`src/jcbu_pkg.sv`:
```
`default_nettype none
// ----------------------------------------------------------------------------
// JVM compare and branch unit package
// Opcode codes and field widths shared by the unit.
// ----------------------------------------------------------------------------
package jcbu_pkg;

  localparam int unsigned CmdW = 5;
  localparam int unsigned ValW = 64;
  localparam int unsigned OffW = 16;

  typedef enum logic [CmdW-1:0] {
    CMD_LCMP      = 5'd0,
    CMD_FCMPL     = 5'd1,
    CMD_FCMPG     = 5'd2,
    CMD_DCMPL     = 5'd3,
    CMD_DCMPG     = 5'd4,
    CMD_IFEQ      = 5'd5,
    CMD_IFNE      = 5'd6,
    CMD_IFLT      = 5'd7,
    CMD_IFGE      = 5'd8,
    CMD_IFGT      = 5'd9,
    CMD_IFLE      = 5'd10,
    CMD_IF_ICMPEQ = 5'd11,
    CMD_IF_ICMPNE = 5'd12,
    CMD_IF_ICMPLT = 5'd13,
    CMD_IF_ICMPGE = 5'd14,
    CMD_IF_ICMPGT = 5'd15,
    CMD_IF_ICMPLE = 5'd16,
    CMD_IF_ACMPEQ = 5'd17,
    CMD_IF_ACMPNE = 5'd18
  } cmd_t;

  localparam logic signed [1:0] CRES_LT = -2'sd1;
  localparam logic signed [1:0] CRES_EQ = 2'sd0;
  localparam logic signed [1:0] CRES_GT = 2'sd1;

endpackage
`default_nettype wire

```
`src/jvm_compare_branch_unit.sv`:
```
`default_nettype none
// ----------------------------------------------------------------------------
// JVM compare and branch unit
// Executes lcmp, fcmp, dcmp, ifXX, if_icmpXX and if_acmp bytecodes.
// ----------------------------------------------------------------------------
// Each word passes through an input register and a result register with one
// stage of compare logic between them, so the unit accepts a word every cycle
// while the output is not stalled, and each result is registered in the result
// register. Throughput is one word per cycle while out_ready holds, set by the single compare stage.
module jvm_compare_branch_unit (
  input  wire logic                         clk,
  input  wire logic                         rst_n,
  input  wire logic                         in_valid,
  output logic                              in_ready,
  input  wire logic [jcbu_pkg::CmdW-1:0]    in_cmd,
  input  wire logic [jcbu_pkg::ValW-1:0]    in_value_first,
  input  wire logic [jcbu_pkg::ValW-1:0]    in_value_last,
  input  wire logic signed [jcbu_pkg::OffW-1:0] in_branch_offset,
  input  wire logic [jcbu_pkg::OffW-1:0]    in_insn_byte_offset,
  output logic                              out_valid,
  input  wire logic                         out_ready,
  output logic signed [1:0]                 out_compare_result,
  output logic                              out_branch_taken,
  output logic [jcbu_pkg::OffW-1:0]         out_target_byte_offset,
  output logic                              out_target_out_of_range
);
  import jcbu_pkg::*;

  logic                   s_valid_r;
  logic [CmdW-1:0]        s_cmd_r;
  logic [ValW-1:0]        s_v1_r, s_v2_r;
  logic [OffW-1:0]        s_off_r, s_pos_r;
  logic                   s_adv;
  logic                   o_valid_r;
  logic signed [1:0]      o_cres_r, cres_nxt;
  logic                   o_taken_r, taken_nxt;
  logic [OffW-1:0]        o_tgt_r, tgt_nxt;
  logic                   o_oor_r, oor_nxt;

  assign s_adv    = !o_valid_r || out_ready;
  assign in_ready = !s_valid_r || s_adv;

  always_ff @(posedge clk) begin
    if (!rst_n) begin
      s_valid_r <= 1'b0;
      o_valid_r <= 1'b0;
    end else begin
      if (in_ready) s_valid_r <= in_valid;
      if (s_adv) o_valid_r <= s_valid_r;
    end
    if (in_ready && in_valid) begin
      s_cmd_r <= in_cmd;
      s_v1_r  <= in_value_first;
      s_v2_r  <= in_value_last;
      s_off_r <= in_branch_offset;
      s_pos_r <= in_insn_byte_offset;
    end
    if (s_adv && s_valid_r) begin
      o_cres_r  <= cres_nxt;
      o_taken_r <= taken_nxt;
      o_tgt_r   <= tgt_nxt;
      o_oor_r   <= oor_nxt;
    end
  end

  function automatic logic signed [1:0] fp_cmp(input logic [ValW-1:0] a,
                                               input logic [ValW-1:0] b,
                                               input logic dbl,
                                               input logic nan_gt);
    logic [ValW-1:0] ka, kb;
    logic            a_nan, b_nan, zeros;
    logic signed [1:0] r;
    if (dbl) begin
      a_nan = a[62:52] == 11'h7ff && a[51:0] != '0;
      b_nan = b[62:52] == 11'h7ff && b[51:0] != '0;
      zeros = a[62:0] == '0 && b[62:0] == '0;
      ka = a[63] ? ~a : {1'b1, a[62:0]};
      kb = b[63] ? ~b : {1'b1, b[62:0]};
    end else begin
      a_nan = a[30:23] == 8'hff && a[22:0] != '0;
      b_nan = b[30:23] == 8'hff && b[22:0] != '0;
      zeros = a[30:0] == '0 && b[30:0] == '0;
      ka = {32'd0, a[31] ? ~a[31:0] : {1'b1, a[30:0]}};
      kb = {32'd0, b[31] ? ~b[31:0] : {1'b1, b[30:0]}};
    end
    if (a_nan || b_nan) r = nan_gt ? CRES_GT : CRES_LT;
    else if (zeros || ka == kb) r = CRES_EQ;
    else if (ka > kb) r = CRES_GT;
    else r = CRES_LT;
    return r;
  endfunction

  logic signed [31:0] ia, ib;
  logic signed [63:0] la, lb;
  logic signed [OffW+1:0] sum;

  assign ia  = s_v1_r[31:0];
  assign ib  = s_v2_r[31:0];
  assign la  = s_v1_r;
  assign lb  = s_v2_r;
  assign sum = $signed({2'b00, s_pos_r}) + {{2{s_off_r[OffW-1]}}, s_off_r};

  always_comb begin
    cres_nxt  = CRES_EQ;
    taken_nxt = 1'b0;
    unique case (s_cmd_r)
      CMD_LCMP:      cres_nxt = (la > lb) ? CRES_GT : ((la == lb) ? CRES_EQ : CRES_LT);
      CMD_FCMPL:     cres_nxt = fp_cmp(s_v1_r, s_v2_r, 1'b0, 1'b0);
      CMD_FCMPG:     cres_nxt = fp_cmp(s_v1_r, s_v2_r, 1'b0, 1'b1);
      CMD_DCMPL:     cres_nxt = fp_cmp(s_v1_r, s_v2_r, 1'b1, 1'b0);
      CMD_DCMPG:     cres_nxt = fp_cmp(s_v1_r, s_v2_r, 1'b1, 1'b1);
      CMD_IFEQ:      taken_nxt = ib == 0;
      CMD_IFNE:      taken_nxt = ib != 0;
      CMD_IFLT:      taken_nxt = ib < 0;
      CMD_IFGE:      taken_nxt = ib >= 0;
      CMD_IFGT:      taken_nxt = ib > 0;
      CMD_IFLE:      taken_nxt = ib <= 0;
      CMD_IF_ICMPEQ: taken_nxt = ia == ib;
      CMD_IF_ICMPNE: taken_nxt = ia != ib;
      CMD_IF_ICMPLT: taken_nxt = ia < ib;
      CMD_IF_ICMPGE: taken_nxt = ia >= ib;
      CMD_IF_ICMPGT: taken_nxt = ia > ib;
      CMD_IF_ICMPLE: taken_nxt = ia <= ib;
      CMD_IF_ACMPEQ: taken_nxt = s_v1_r == s_v2_r;
      CMD_IF_ACMPNE: taken_nxt = s_v1_r != s_v2_r;
      default: begin
        cres_nxt  = CRES_EQ;
        taken_nxt = 1'b0;
      end
    endcase
    tgt_nxt = taken_nxt ? sum[OffW-1:0] : '0;
    oor_nxt = taken_nxt && (sum[OffW+1:OffW] != 2'b00);
  end

  assign out_valid               = o_valid_r;
  assign out_compare_result      = o_cres_r;
  assign out_branch_taken        = o_taken_r;
  assign out_target_byte_offset  = o_tgt_r;
  assign out_target_out_of_range = o_oor_r;

endmodule
`default_nettype wire

```
`config.mk`:
```
export PLATFORM = sky130hd
export DESIGN_NAME = jvm_compare_branch_unit
export DESIGN_NICKNAME = d
export VERILOG_FILES = /design/src/jcbu_pkg.sv /design/src/jvm_compare_branch_unit.sv
export SDC_FILE = /design/constraint.sdc
export NUM_CORES = 1
export LEC_CHECK = 0
export BUFFER_PORTS_ARGS = -buffer_cell sky130_fd_sc_hd__buf_4
export CAP_MARGIN = 20
export CORE_MARGIN = 5
export CORE_UTILIZATION = 52
export DETAILED_ROUTE_END_ITERATION = 10
export PLACE_DENSITY_LB_ADDON = 0.1
export SLEW_MARGIN = 10
export SYNTH_ARGS = -nofsm -noshare
export SYNTH_HDL_FRONTEND = slang
export SYNTH_SLANG_ARGS = --single-unit
```
`constraint.sdc`:
```
create_clock -name clk -period 6.2 [get_ports clk]
set_input_delay 0 -clock clk [delete_from_list [all_inputs] [get_ports clk]]
set_output_delay 0 -clock clk [all_outputs]
set_load 0.05 [all_outputs]
```
---- Yosys cells after proc, flatten, opt, wreduce, memory -nomap -nowiden ----
Index checks and enable logic that the tools add are counted.
storage, ports and cells
  register bits after elaboration ......... 187
  bits of input ports ..................... 169
operators by class
  add/sub/neg operators ................... 1
  magnitude comparators ................... 13
  equality and inequality tests ........... 31
  mux-type cells .......................... 40
  bitwise logic cells ..................... 4
  reduce and logical (&&, ||, !) cells .... 33
operators with widths
  operator             number
  $mux 64              10
  $eq 64x64->1         6
  $gt 64x64->1         5
  $not 64->64          2
  $logic_not 63->1     2
  $reduce_bool 52->1   2
  $mux 32              2
  $ne 64x64->1         1
  $not 32->32          2
  $logic_not 31->1     2
  $reduce_bool 23->1   2
  $eq 5x4->1 const B   8
  $eq 32x32->1         1
  $ge 32x1->1 const B  1
  $ge 32x32->1         1
  $gt 32x1->1 const B  1
  $gt 32x32->1         1
  $le 32x1->1 const B  1
  $le 32x32->1         1
  $logic_not 32->1     1
  $lt 32x1->1 const B  1
  $lt 32x32->1         1
  $ne 32x32->1         1
  $reduce_bool 32->1   1
  other kinds (16)     66

---- Depth between registers and ports, before layout ----
Gate-level depths: netlist of the first run.
  depth in word-level cells ............... 8
  gate-level depth with buffers ........... 14
  gate-level depth less buffers ........... 12

---- Worst setup path after synthesis of the first run ----
No wires, ideal clock.
  kind .................................... reg2reg
  start point ............................. register o_valid_r (netlist: out_valid)
  end point ............................... register s_v1_r[0] (netlist: la[0]) (enable)
  arrival ................................. 4.915 ns
  data required time ...................... 5.656 ns
  path slack .............................. 0.741 ns
  stages on the path, launching flop included .. 4
  path buffers ............................ 0
  clock period less this slack ............ 5.459 ns
  path through ............................ dfxtp_1 -> nor2b_1 -> nand2_1 -> and2_1
between the ends
  cells in the longest elaborated chain, start to end .. 4
RTL lines
  what                    line                           source
  start, declared         jvm_compare_branch_unit.sv:34  logic o_valid_r;
  start signal, assigned  jvm_compare_branch_unit.sv:49  if (s_adv) o_valid_r <= s_valid_r;
  $logic_not 1->1         jvm_compare_branch_unit.sv:40  assign s_adv = !o_valid_r || out_ready;
  $logic_or 1x1->1        jvm_compare_branch_unit.sv:40
  $logic_or 1x1->1        jvm_compare_branch_unit.sv:41  assign in_ready = !s_valid_r || s_adv;
  net in_ready            jvm_compare_branch_unit.sv:14  output logic in_ready,
  $logic_and 1x1->1       jvm_compare_branch_unit.sv:51  if (in_ready && in_valid) begin
  end signal, assigned    jvm_compare_branch_unit.sv:53  s_v1_r <= in_value_first;
  end, declared           jvm_compare_branch_unit.sv:31  logic [ValW-1:0] s_v1_r, s_v2_r;
The timed path passes the listed nets, and every way through them passes these cells.
A chain may end at the register's enable or synchronous reset.

---- Worst setup path in the final report of the first run ----
  start point ............................. register s_v2_r[31] (netlist: lb[31])
  end point ............................... register o_cres_r[1] (netlist: out_compare_result[1]) (data pin)
between the ends
  cells in the longest elaborated chain, start to end .. 8
  elaborated cells on any way between the ends .. 47
RTL lines
  what                                                 line                                                          source
  start, declared                                      jvm_compare_branch_unit.sv:31
  start signal, assigned                               jvm_compare_branch_unit.sv:54                                 s_v2_r <= in_value_last;
  $not 64->64 / $not 32->32 (equally long branches)    --
  $mux 64 / $mux 32 (equally long branches)            jvm_compare_branch_unit.sv:78, jvm_compare_branch_unit.sv:84
  $mux 64                                              jvm_compare_branch_unit.sv:106                                unique case (s_cmd_r)
  $gt 64x64->1 / $eq 64x64->1 (equally long branches)  jvm_compare_branch_unit.sv:88, jvm_compare_branch_unit.sv:87
  $mux 2 / $logic_or 1x1->1 (equally long branches)    jvm_compare_branch_unit.sv:88, jvm_compare_branch_unit.sv:87
  $mux 2                                               jvm_compare_branch_unit.sv:87                                 else if (zeros || ka == kb) r = CRES_EQ;
  $mux 2                                               jvm_compare_branch_unit.sv:86                                 if (a_nan || b_nan) r = nan_gt ? CRES_GT : CRES_LT;
  $pmux 2 s5 (*)                                       jvm_compare_branch_unit.sv:106
  net cres_nxt[1]                                      jvm_compare_branch_unit.sv:35                                 logic signed [1:0] o_cres_r, cres_nxt;
  end signal, assigned                                 jvm_compare_branch_unit.sv:59                                 o_cres_r <= cres_nxt;
  end, declared                                        jvm_compare_branch_unit.sv:35
The timed path passes the listed nets; every way through them passes the cells marked *. The select of a mux whose other input is x is not followed.

==> results.md, run 1 <==
- CP delay by family, top: simple AND/OR/NAND/NOR gates
- Unrepaired setup endpoints after global routing: false
- PD cells: 215 nW/um^2
- Core area: 24100 um^2
- Overall Global Routing Usage: 0.233
- Min-delay src: in_value_last[58]
- Chip width: 166 um
- Average size of a mapped cell: 11.3 um^2
- Reg2reg setup slack: 2290 ps
- Num ports: 191
- Root buf cell: clkbuf_16
- Crit path time final: 3910 ps
- Crit Path Category: reg -> reg
- Layout Skew: 16.7 ps
- # Post-CTS Setup Buffers: 0
- CTS Buf Count: 17
- First-pass GRT wire length: 51.7 mm
- CP Launch Type: flop
- Flops & latches, synth: 187
- Hold Crit Class: in -> reg
- DR WL/cell: 17.9 um
- Final period util: 0.630
- Max VDD drop: 0.000166 V
- Vias in the first global route: 10100
- Worst Setup SP: lb[31]
- Die footprint: 27400 um^2
- P_leak: 7.12 nW
- Sum of negative setup slack: 0 ps
- Worst Path Buf+Inv: 1
- DRT Wirelength: 32.4 mm
- DRC viols: 0
- Worst EP arrival: 4090 ps
- Setup crit end kind: flop
- R2r worst-path depth: 11
- Initial Util: 0.522
- Worst-path clk slew: 90 ps
- Detailed placement HPWL: 23.0 mm
- Predominant post-synthesis flop cell: edfxtp_1
- Worst R2R Start: lb[31]
- Slew Viols, Final: 0
- Max-cap viol count: 0
- Crit-path slowest cell: edfxtp_1
- CP required: 6380 ps
- Largest net degree at the start of global routing: 76
- # rows: 57
- Fin. Hold Viols: 0
- Final ANT Viol Nets: 0
- Critical R2R Capture: out_compare_result[1]
- PortBufs: 190
- Initial antenna violation count: 2
- CTS sink cnt: 187
- H-tree levels: 4
- Post-cts sizing count: 0
- DRT iter0 DRCs: 540
- Drt first pass iters: 5
- Crit-path max cell delay: 1020 ps
- Die Ht: 166 um
- Seq/Total Area, Yosys: 0.444
- Pre-CTS worst setup slack: 2410 ps
- Layout cell share with drive strength beyond 1: 0.163
- CP Max Fanout: 21
- Area delta synth->final: 33.1%
- Total Nets Final: 1824
- Max Root-Sink Buffers: 2
- Cell Chain, Critical Path: buf_4, xnor2_1, ha_1, nand4_1, nor4_1, nand2_1, or3_1, o41a_1, nand3_1, nor3_1, or4_1
- Fmax: 256 MHz
- GR Util met1: 0.302
- Asr flop ratio synth: 0
- CTS tree: done
- Hold Path Depth: 2
- Vias: 9897
- Synthesized area: 12600 um^2
- GP Congestion: 0.885
- Synth cell types: 58
- Top Usage Layer GRT: met2
- Via-to-Cell Ratio: 5.46
- EDFF count, synth: 185
- Worst-skew pair later-pin latency: 450 ps
- Final setup fails: 0
- Worst-margin pin slew: 1130 ps
- Cells after synthesis: 1116
- Worst setup margin: 2290 ps
- Slew HR: 0.245
- Hold EP: lb[58]
- Met2 usage: 0.388
- Status: completed
- Syn nets: 1465
- Yosys warns: 0
- GR Overflow Total: 0
- Met3 Track Usage GR: 0.0574
layout by cell type, fill, tap and decap left out, types with 4 or more instances in the layout:
master and count:
a211oi_1 8, a21o_1 35, a21oi_1 78, a31oi_1 5, and4_1 5, buf_4 196
clkbuf_16 17, clkinv_8 5, dlygate4sd3_1 169, edfxtp_1 185, ha_1 179, inv_1 82
inv_12 5, nand2_1 37, nand2b_1 7, nand3_1 17, nand4_1 47, nor2_1 31
nor2b_1 16, nor3_1 22, nor4_1 29, o21ai_0 38, or3_1 4, or4_1 4
xnor2_1 99, xor2_1 102
cells in the mapped netlist, types with 3 or more instances:
cell type	instances	area (um^2)
nand3_1	17	85.1
a21o_1	35	263
buf_1	11	41.3
and2_1	4	25.0
a21oi_1	78	390
nand4_1	47	294
a31oi_1	5	31.3
o22ai_1	3	18.8
nand2b_1	7	43.8
xnor2_1	99	867
or3_1	4	25.0
nor2b_1	17	106
nor4_1	29	181
a211oi_1	8	60.1
edfxtp_1	185	5560
o211ai_1	3	22.5
or4_1	4	30.0
nor2_1	31	116
inv_1	82	308
and4_1	5	43.8
o41ai_1	3	26.3
o2111ai_1	3	26.3
o21ai_0	38	190
a2111oi_0	3	26.3
nor3_1	22	110
and3_1	3	18.8
ha_1	179	2240
xor2_1	102	893
clkbuf_1	15	56.3
nand2_1	37	139
state kept, by name (all words and copies together), names as in the netlist, 2 cells and up:
| name | cells |
|---|---|
| out_compare_result | 2 |
| lb | 64 |
| s_cmd_r | 5 |
| out_target_byte_offset | 16 |
| la | 64 |
| s_pos_r | 16 |
| s_off_r | 16 |
layout make-up:
type	count	area [um^2]
Sequential cell	187	5600
Antenna cell	2	5.00
Timing Repair Buffer	367	3200
Inverter	82	308
Clock buffer	17	425
Tap cell	324	405
Multi-Input combinational cell	820	6590
Clock inverter	15	229
Fill cell	1777	7340
metrics by stage:
stage                     instances  cell area [um^2]  hold slack (ps)   util  power, mW
final                          1814             16800              262  0.695       3.60
after global routing           1814             16800              239  0.695       3.79
after CTS                      1812             16800              243  0.695       3.62
after detailed placement       1611             14400              179  0.598       2.33
after global placement         1611             14400              178  0.598       2.31
after floorplan                1116             12600             98.9      -       2.08
logic make-up after synthesis:
group,Yosys count,synth area share
AO/OA/AOI/OAI,201,0.0989
XOR/XNOR,201,0.140
adder cells (fa/ha/maj),180,0.179
buffers and inverters,109,0.0326
flip-flops,187,0.444
multiplexers,1,0.000795
AND/OR/NAND/NOR,237,0.104
timing repair:
action	CTS	global route
endpoints found under the hold margin	167	0
hold buffers	169	0
endpoints found under the setup margin	0	0
power breakdown:
part | switching [mW] | internal, mW
logic | 0.408 | 0.422
clock network | 0.623 | 0.576
registers | 0.0886 | 1.48
metal layers:
| layer | part of all wire | routed length [um] |
|---|---|---|
| met5 | 0 | 0 |
| met4 | 0.023 | 738 |
| met3 | 0.061 | 1970 |
| met2 | 0.48 | 15600 |
| met1 | 0.44 | 14100 |
how the worst max path moves through the flow:
stage                     cells after the start                    end  slack [ps]
final                                        11  out_compare_result[1]        2290
after global routing                         11  out_compare_result[1]        2040
after global placement                       11  out_compare_result[1]        2470
after CTS                                    11  out_compare_result[1]        2300
after detailed placement                     11  out_compare_result[1]        2410
after floorplan                               3                  la[0]         740
Note: power is estimated with default switching activity, not from simulation.
==> run 2: changes to the inputs <==
--- a/config.mk
+++ b/config.mk
@@ -5,6 +5,7 @@
 export SDC_FILE = /design/constraint.sdc
 export NUM_CORES = 1
 export LEC_CHECK = 0
+export ABC_AREA = 1
 export BUFFER_PORTS_ARGS = -buffer_cell sky130_fd_sc_hd__buf_4
 export CAP_MARGIN = 20
 export CORE_MARGIN = 5
==> constraint.sdc (replaced) <==
create_clock -name clk -period 3.3 [get_ports clk]
set_input_delay 0 -clock clk [delete_from_list [all_inputs] [get_ports clk]]
set_output_delay 0 -clock clk [all_outputs]
set_load 0.05 [all_outputs]
==> run 2 against run 1 <==
Net effect:
- worst setup slack got worse by 1800 ps
- fmax up 42%
- combinational power increased by 100%
- critical endpoint is now out_target_byte_offset[3]
- highest routed layer is now met5
==> results.md, run 2 <==
- Status: completed
- Worst R2R Start: la[15]
- Chip width: 168 um
- Average size of a mapped cell: 9.72 um^2
- GR Overflow Total: 0
- Reg2reg setup slack: 540 ps
- CP Launch Type: flop
- Fmax: 362 MHz
- CTS Buf Count: 17
- Max VDD drop: 0.000273 V
- CTS tree: done
- Overall Global Routing Usage: 0.236
- Sw power: 2.13 mW
- Via-to-Cell Ratio: 5.12
- Critical R2R Capture: out_target_byte_offset[3]
- Worst-margin pin slew: 797 ps
- Commonest cells after routing, fill and taps aside: 202 x buf_4, 196 x nand2_1, 185 x edfxtp_1
- # rows: 58
- Post-synth top cells: 197 x nand2_1, 185 x edfxtp_1, 179 x ha_1
- Predominant post-synthesis flop cell: edfxtp_1
- PD cells: 392 nW/um^2
- Drt first pass iters: 5
- Total power: 6.77 mW
- Worst EP arrival: 2950 ps
- Die footprint: 28300 um^2
- Sum of negative setup slack: 0 ps
- Min-delay src: in_branch_offset[5]
- Syn nets: 1690
- Slew Viols, Final: 0
- Vias in the first global route: 10800
- Fin. Hold Viols: 0
- Worst-skew pair later-pin latency: 450 ps
- Setup crit end kind: flop
- Pre-CTS worst setup slack: 556 ps
- Slew HR: 0.467
- Seq/Total Area, Yosys: 0.429
- PortBufs: 190
- WHS: 264 ps
- Asr flop ratio synth: 0
- Num ports: 191
- GP Congestion: 0.875
- Synth cell types: 39
- Cells after synthesis: 1341
- Initial Util: 0.522
- Detailed placement HPWL: 23.6 mm
- Layout Skew: 13.9 ps
- EDFF count, synth: 185
- Post-synth top area share: 0.426
- Crit path time final: 2760 ps
- Core area: 25000 um^2
- Sw Ratio: 0.315
- Synth area leader: edfxtp_1
- Combinational Power Share: 0.251
- Worst setup margin: 540 ps
- Die Ht: 168 um
- Max Root-Sink Buffers: 2
- Yosys warns: 0
- Hold Path Depth: 2
- DRC viols: 0
- CP required: 3490 ps
- P_leak: 7.62 nW
- Area delta synth->final: 32.6%
- Flop pwr share: 0.430
- Final ANT Viol Nets: 0
- Post-layout util: 0.693
- Synth area leaders: edfxtp_1 43%, ha_1 17%, xor2_1 6.8%, xnor2_1 6.7%, nand2_1 5.7%
- Root buf cell: clkbuf_16
- Vias: 10500
- # Post-CTS Setup Buffers: 0
- Initial antenna violation count: 1
- Layout cell share with drive strength beyond 1: 0.152
- Hold Crit Class: in -> reg
- Clock power share: 0.319
- CTS sink cnt: 187
- First-pass GRT wire length: 53.5 mm
- Ant. Diodes: 0
- Commonest non-fill, non-tap cell in the layout: buf_4
- Final setup fails: 0
- Final period util: 0.836
- H-tree levels: 4
- Total Nets Final: 2061
- Flops & latches, synth: 187
- Unrepaired setup endpoints after global routing: false
- Worst-path clk slew: 90 ps
- DRT iter0 DRCs: 675
- Max-cap viol count: 0
- Hold EP: s_off_r[5]
- Most frequent cell after synthesis: nand2_1
- DR WL/cell: 16.1 um
- Crit Path Category: reg -> reg
- DRT Wirelength: 33.1 mm
- CP Max Fanout: 18
- Int Power: 4.64 mW
- Largest net degree at the start of global routing: 52
- Synthesized area: 13000 um^2
- R2r worst-path depth: 14
## run 2: cell types whose count changed after synthesis, moves of 20 or more
cell	previous run	this run
nor4_1	29	9
nor2_1	31	132
a21o_1	35	1
nand3_1	17	48
inv_1	82	138
nand2_1	37	197
## run 2: layout make-up
cell class              count  area, um^2
fillers                  1918        7670
flip-flops and latches    187        5600
inverters                 140         529
well taps                 330         413
multi-input cells         991        6840
repair buffers            375        3280
clock inverters            15         204
clock buffers              17         425
## run 2: worst max-delay path, stage by stage, from the launching register on
cell and delay (ps):
edfxtp_1 480, ha_1 340, nand2_1 70, nor2_1 160
nand2_1 110, nor2_1 300, nand2_2 140, o21ai_1 130
nand3_1 80, nor2_1 120, nand2_1 80, inv_2 60
nand2_4 60, nor2_8 290, nor2_1 70
## run 2: stage by stage
stage                     cell area [um^2]  instances
after detailed placement             15000       1853
after global routing                 17300       2055
after floorplan                      13100       1341
after global placement               15000       1853
after CTS                            17300       2055
final                                17300       2055
## run 2: worst max path at each step
stage / startpoint / to / slack, ps / cells past startpoint
after floorplan: out_valid / la[0] / -320 / 3
after global placement: la[47] / out_target_byte_offset[1] / 610 / 14
after detailed placement: la[15] / out_target_byte_offset[0] / 560 / 14
after CTS: la[15] / out_target_byte_offset[3] / 520 / 14
after global routing: la[46] / out_target_byte_offset[3] / 260 / 14
final: la[15] / out_target_byte_offset[3] / 540 / 14
## run 2: routing by layer
metal / GRT usage / up-vias / routed length, um
met5: 0 / - / 7
met4: 0.0776 / 2 / 860
met3: 0.0430 / 56 / 1490
met2: 0.411 / 254 / 16400
met1: 0.296 / 4886 / 14300
li1: - / 5328 / -
## run 2: repair_timing
action,in CTS,in global routing
hold buffers,170,0
endpoints found under the setup margin,0,0
endpoints found under the hold margin,167,0
gates resized for setup,0,0
## run 2: cells by family (layout without fill, tap and decap cells)
group                      count (synthesis)  count (layout)  synth area share
buffers and inverters                    163             547            0.0478
and+or+nand+nor                          454             454             0.151
adders and majority gates                180             180             0.173
DFF                                      187             187             0.429
AOI/OAI and AO/OA                        157             157            0.0641
xor gates and xnor gates                 200             200             0.134
## run 2: power groups by stage
stage | sequential, mW | clock, mW | combinational, mW
5_1_grt | 2.93 | 2.31 | 1.93
3_5_place_dp | 2.97 | 0 | 1.52
2_1_floorplan | 2.98 | 0 | 1.02
3_3_place_gp | 2.96 | 0 | 1.48
4_1_cts | 2.91 | 2.20 | 1.70
6_report | 2.91 | 2.16 | 1.70
==> run 3: changes to the inputs <==
==> constraint.sdc (replaced) <==
create_clock -name clk -period 2.4 [get_ports clk]
set_input_delay 0 -clock clk [delete_from_list [all_inputs] [get_ports clk]]
set_output_delay 0 -clock clk [all_outputs]
set_load 0.05 [all_outputs]
==> run 3 against run 2 <==
Net effect:
- the run now ends with setup timing left
- utilization grew 6.8 points
- critical path depth up 2
- global-route usage grew 1.4 points
- worst setup slack got worse by 820 ps
- sequential power rose by 35%
- clock skew is 1.9 ps higher
- routed wire length grew 9.1%
- via count up 8.0%
- non-clock buffer count up 185
- sequential share of layout area decreased by 2.9 points
- hold slack got worse by 6.4 ps
- combinational power increased by 66%
==> results.md, run 3 (synthesis results as in run 2) <==
- Crit Path Category: reg -> reg
- Post-layout util: 0.761
- Chip width: 168 um
- Die footprint: 28300 um^2
- Crit path time final: 2680 ps
- Setup crit end kind: flop
- Num ports: 191
- Worst-skew pair later-pin latency: 450 ps
- Ant. Diodes: 0
- PortBufs: 190
- GP Congestion: 0.946
- PD cells: 516 nW/um^2
- DR WL/cell: 16.1 um
- Crit-path slowest cell: edfxtp_1
- Commonest non-fill, non-tap cell in the layout: buf_4
- Layout cell share with drive strength beyond 1: 0.251
- Final period util: 1.12
- First-pass GRT wire length: 56.8 mm
- Hold Crit Class: in -> reg
- Max VDD drop: 0.000444 V
- Core area: 25000 um^2
- Slew Viols, Final: 0
- DRC viols: 0
- Layout Skew: 15.8 ps
- Via-to-Cell Ratio: 5.08
- H-tree levels: 4
- Total Nets Final: 2246
- Area delta synth->final: 45.7%
- Die Ht: 168 um
- Worst setup margin: -285 ps
- DRT Wirelength: 36.1 mm
- Vias in the first global route: 11600
- DRT iter0 DRCs: 622
- Unrepaired setup endpoints after global routing: true
- CP required: 2600 ps
- Max-cap viol count: 0
- Cell Chain, Critical Path: buf_4, clkbuf_16, buf_12, buf_4, xor2_1, ha_1, nand4_1, nor3_2, buf_4, nand2_1, nor2_2, nand2_1, nand3_1, o21bai_1, nand2_1, nand3_1
- Detailed placement HPWL: 25.2 mm
- Crit-path max cell delay: 400 ps
- # rows: 58
- Status: finished with violations
- Final ANT Viol Nets: 0
- Initial antenna violation count: 0
- Slew HR: 0.618
- P_leak: 8.61 nW
- CP Max Fanout: 7
- Vias: 11400
- Pre-CTS worst setup slack: -329 ps
- Fin. Hold Viols: 0
- Commonest cells after routing, fill and taps aside: 375 x buf_4, 187 x nand2_1, 185 x edfxtp_1
- Root buf cell: clkbuf_16
- Initial Util: 0.522
- CP Launch Type: flop
- Overall Global Routing Usage: 0.249
- Worst EP arrival: 2890 ps
- Drt first pass iters: 5
- CTS sink cnt: 187
- Final setup fails: 20
- GR Overflow Total: 0
- Max Root-Sink Buffers: 2
- CTS Buf Count: 17
- Worst-path clk slew: 90 ps
- CTS tree: done
- Worst-margin pin slew: 573 ps
- Total power: 9.80 mW
- Largest net degree at the start of global routing: 97
- Fmax: 372 MHz
- Failing checks: setup timing
run 3: cell types whose count changed in the layout (fill, tap and decap cells not counted), moves of 5 or more:
cell and change:
nand2_2 +9, nor2_2 +6, nor3_1 -5, buf_4 +173, nor2_1 -9, nand2_1 -9
buf_12 +7
run 3: power breakdown:
part	internal [mW]	switching [mW]	leakage [nW]
sequential	3.82	0.127	1.83
combinational	1.41	1.41	6.47
clock	1.47	1.58	0.307
total	6.69	3.12	8.61
run 3: per-layer routing:
layer,GRT usage,vias up,share of wire
li1,-,5702,-
met1,0.308,5353,0.42
met2,0.447,262,0.51
met3,0.0453,55,0.044
met4,0.0699,0,0.021
met5,0,-,0
run 3: what timing repair did:
| action | 4_1_cts | 5_1_grt |
|---|---|---|
| setup endpoints to repair | 20 | 20 |
| hold endpoints to repair | 167 | 0 |
| gates cloned | 1 | 3 |
| gates resized for setup | 15 | 18 |
| pin swaps | 9 | 14 |
| hold buffers | 169 | 0 |
| setup buffers | 4 | 12 |
run 3: area by class of cell:
class | instances | area, um^2
clock inverters | 15 | 221
well taps | 330 | 413
repair buffers | 560 | 4840
inverters | 140 | 532
multi-input cells | 991 | 6970
fillers | 1667 | 5960
flip-flops and latches | 187 | 5600
clock buffers | 17 | 425
run 3: final timing paths:
kind,depth (start not counted),from,end,slack [ps]
max,16,la[63],out_compare_result[1],-280
min,2,in_insn_byte_offset[4],s_pos_r[4],260
max reg2reg,16,la[63],out_compare_result[1],-280
min reg2reg,3,s_pos_r[0],out_target_byte_offset[0],700
run 3: per-stage QoR:
stage	setup TNS [ps]	hold slack (ps)	std cells	instance area, um^2
2_1_floorplan	-202240	98.9	1341	13200
3_3_place_gp	-2390	178	2020	16300
3_5_place_dp	-3350	179	2020	16300
4_1_cts	-3010	250	2226	18800
5_1_grt	-6580	239	2240	19000
6_report	-3450	258	2240	19000
run 3: worst max-delay path, delay by kind of cell, from the launching register on:
kind            cells  cell delay, ps
flops               1             400
xor+xnor            1             150
buf+inv             5             720
simple gates        8             830
compound gates      1              70
fa+ha+maj           1             280
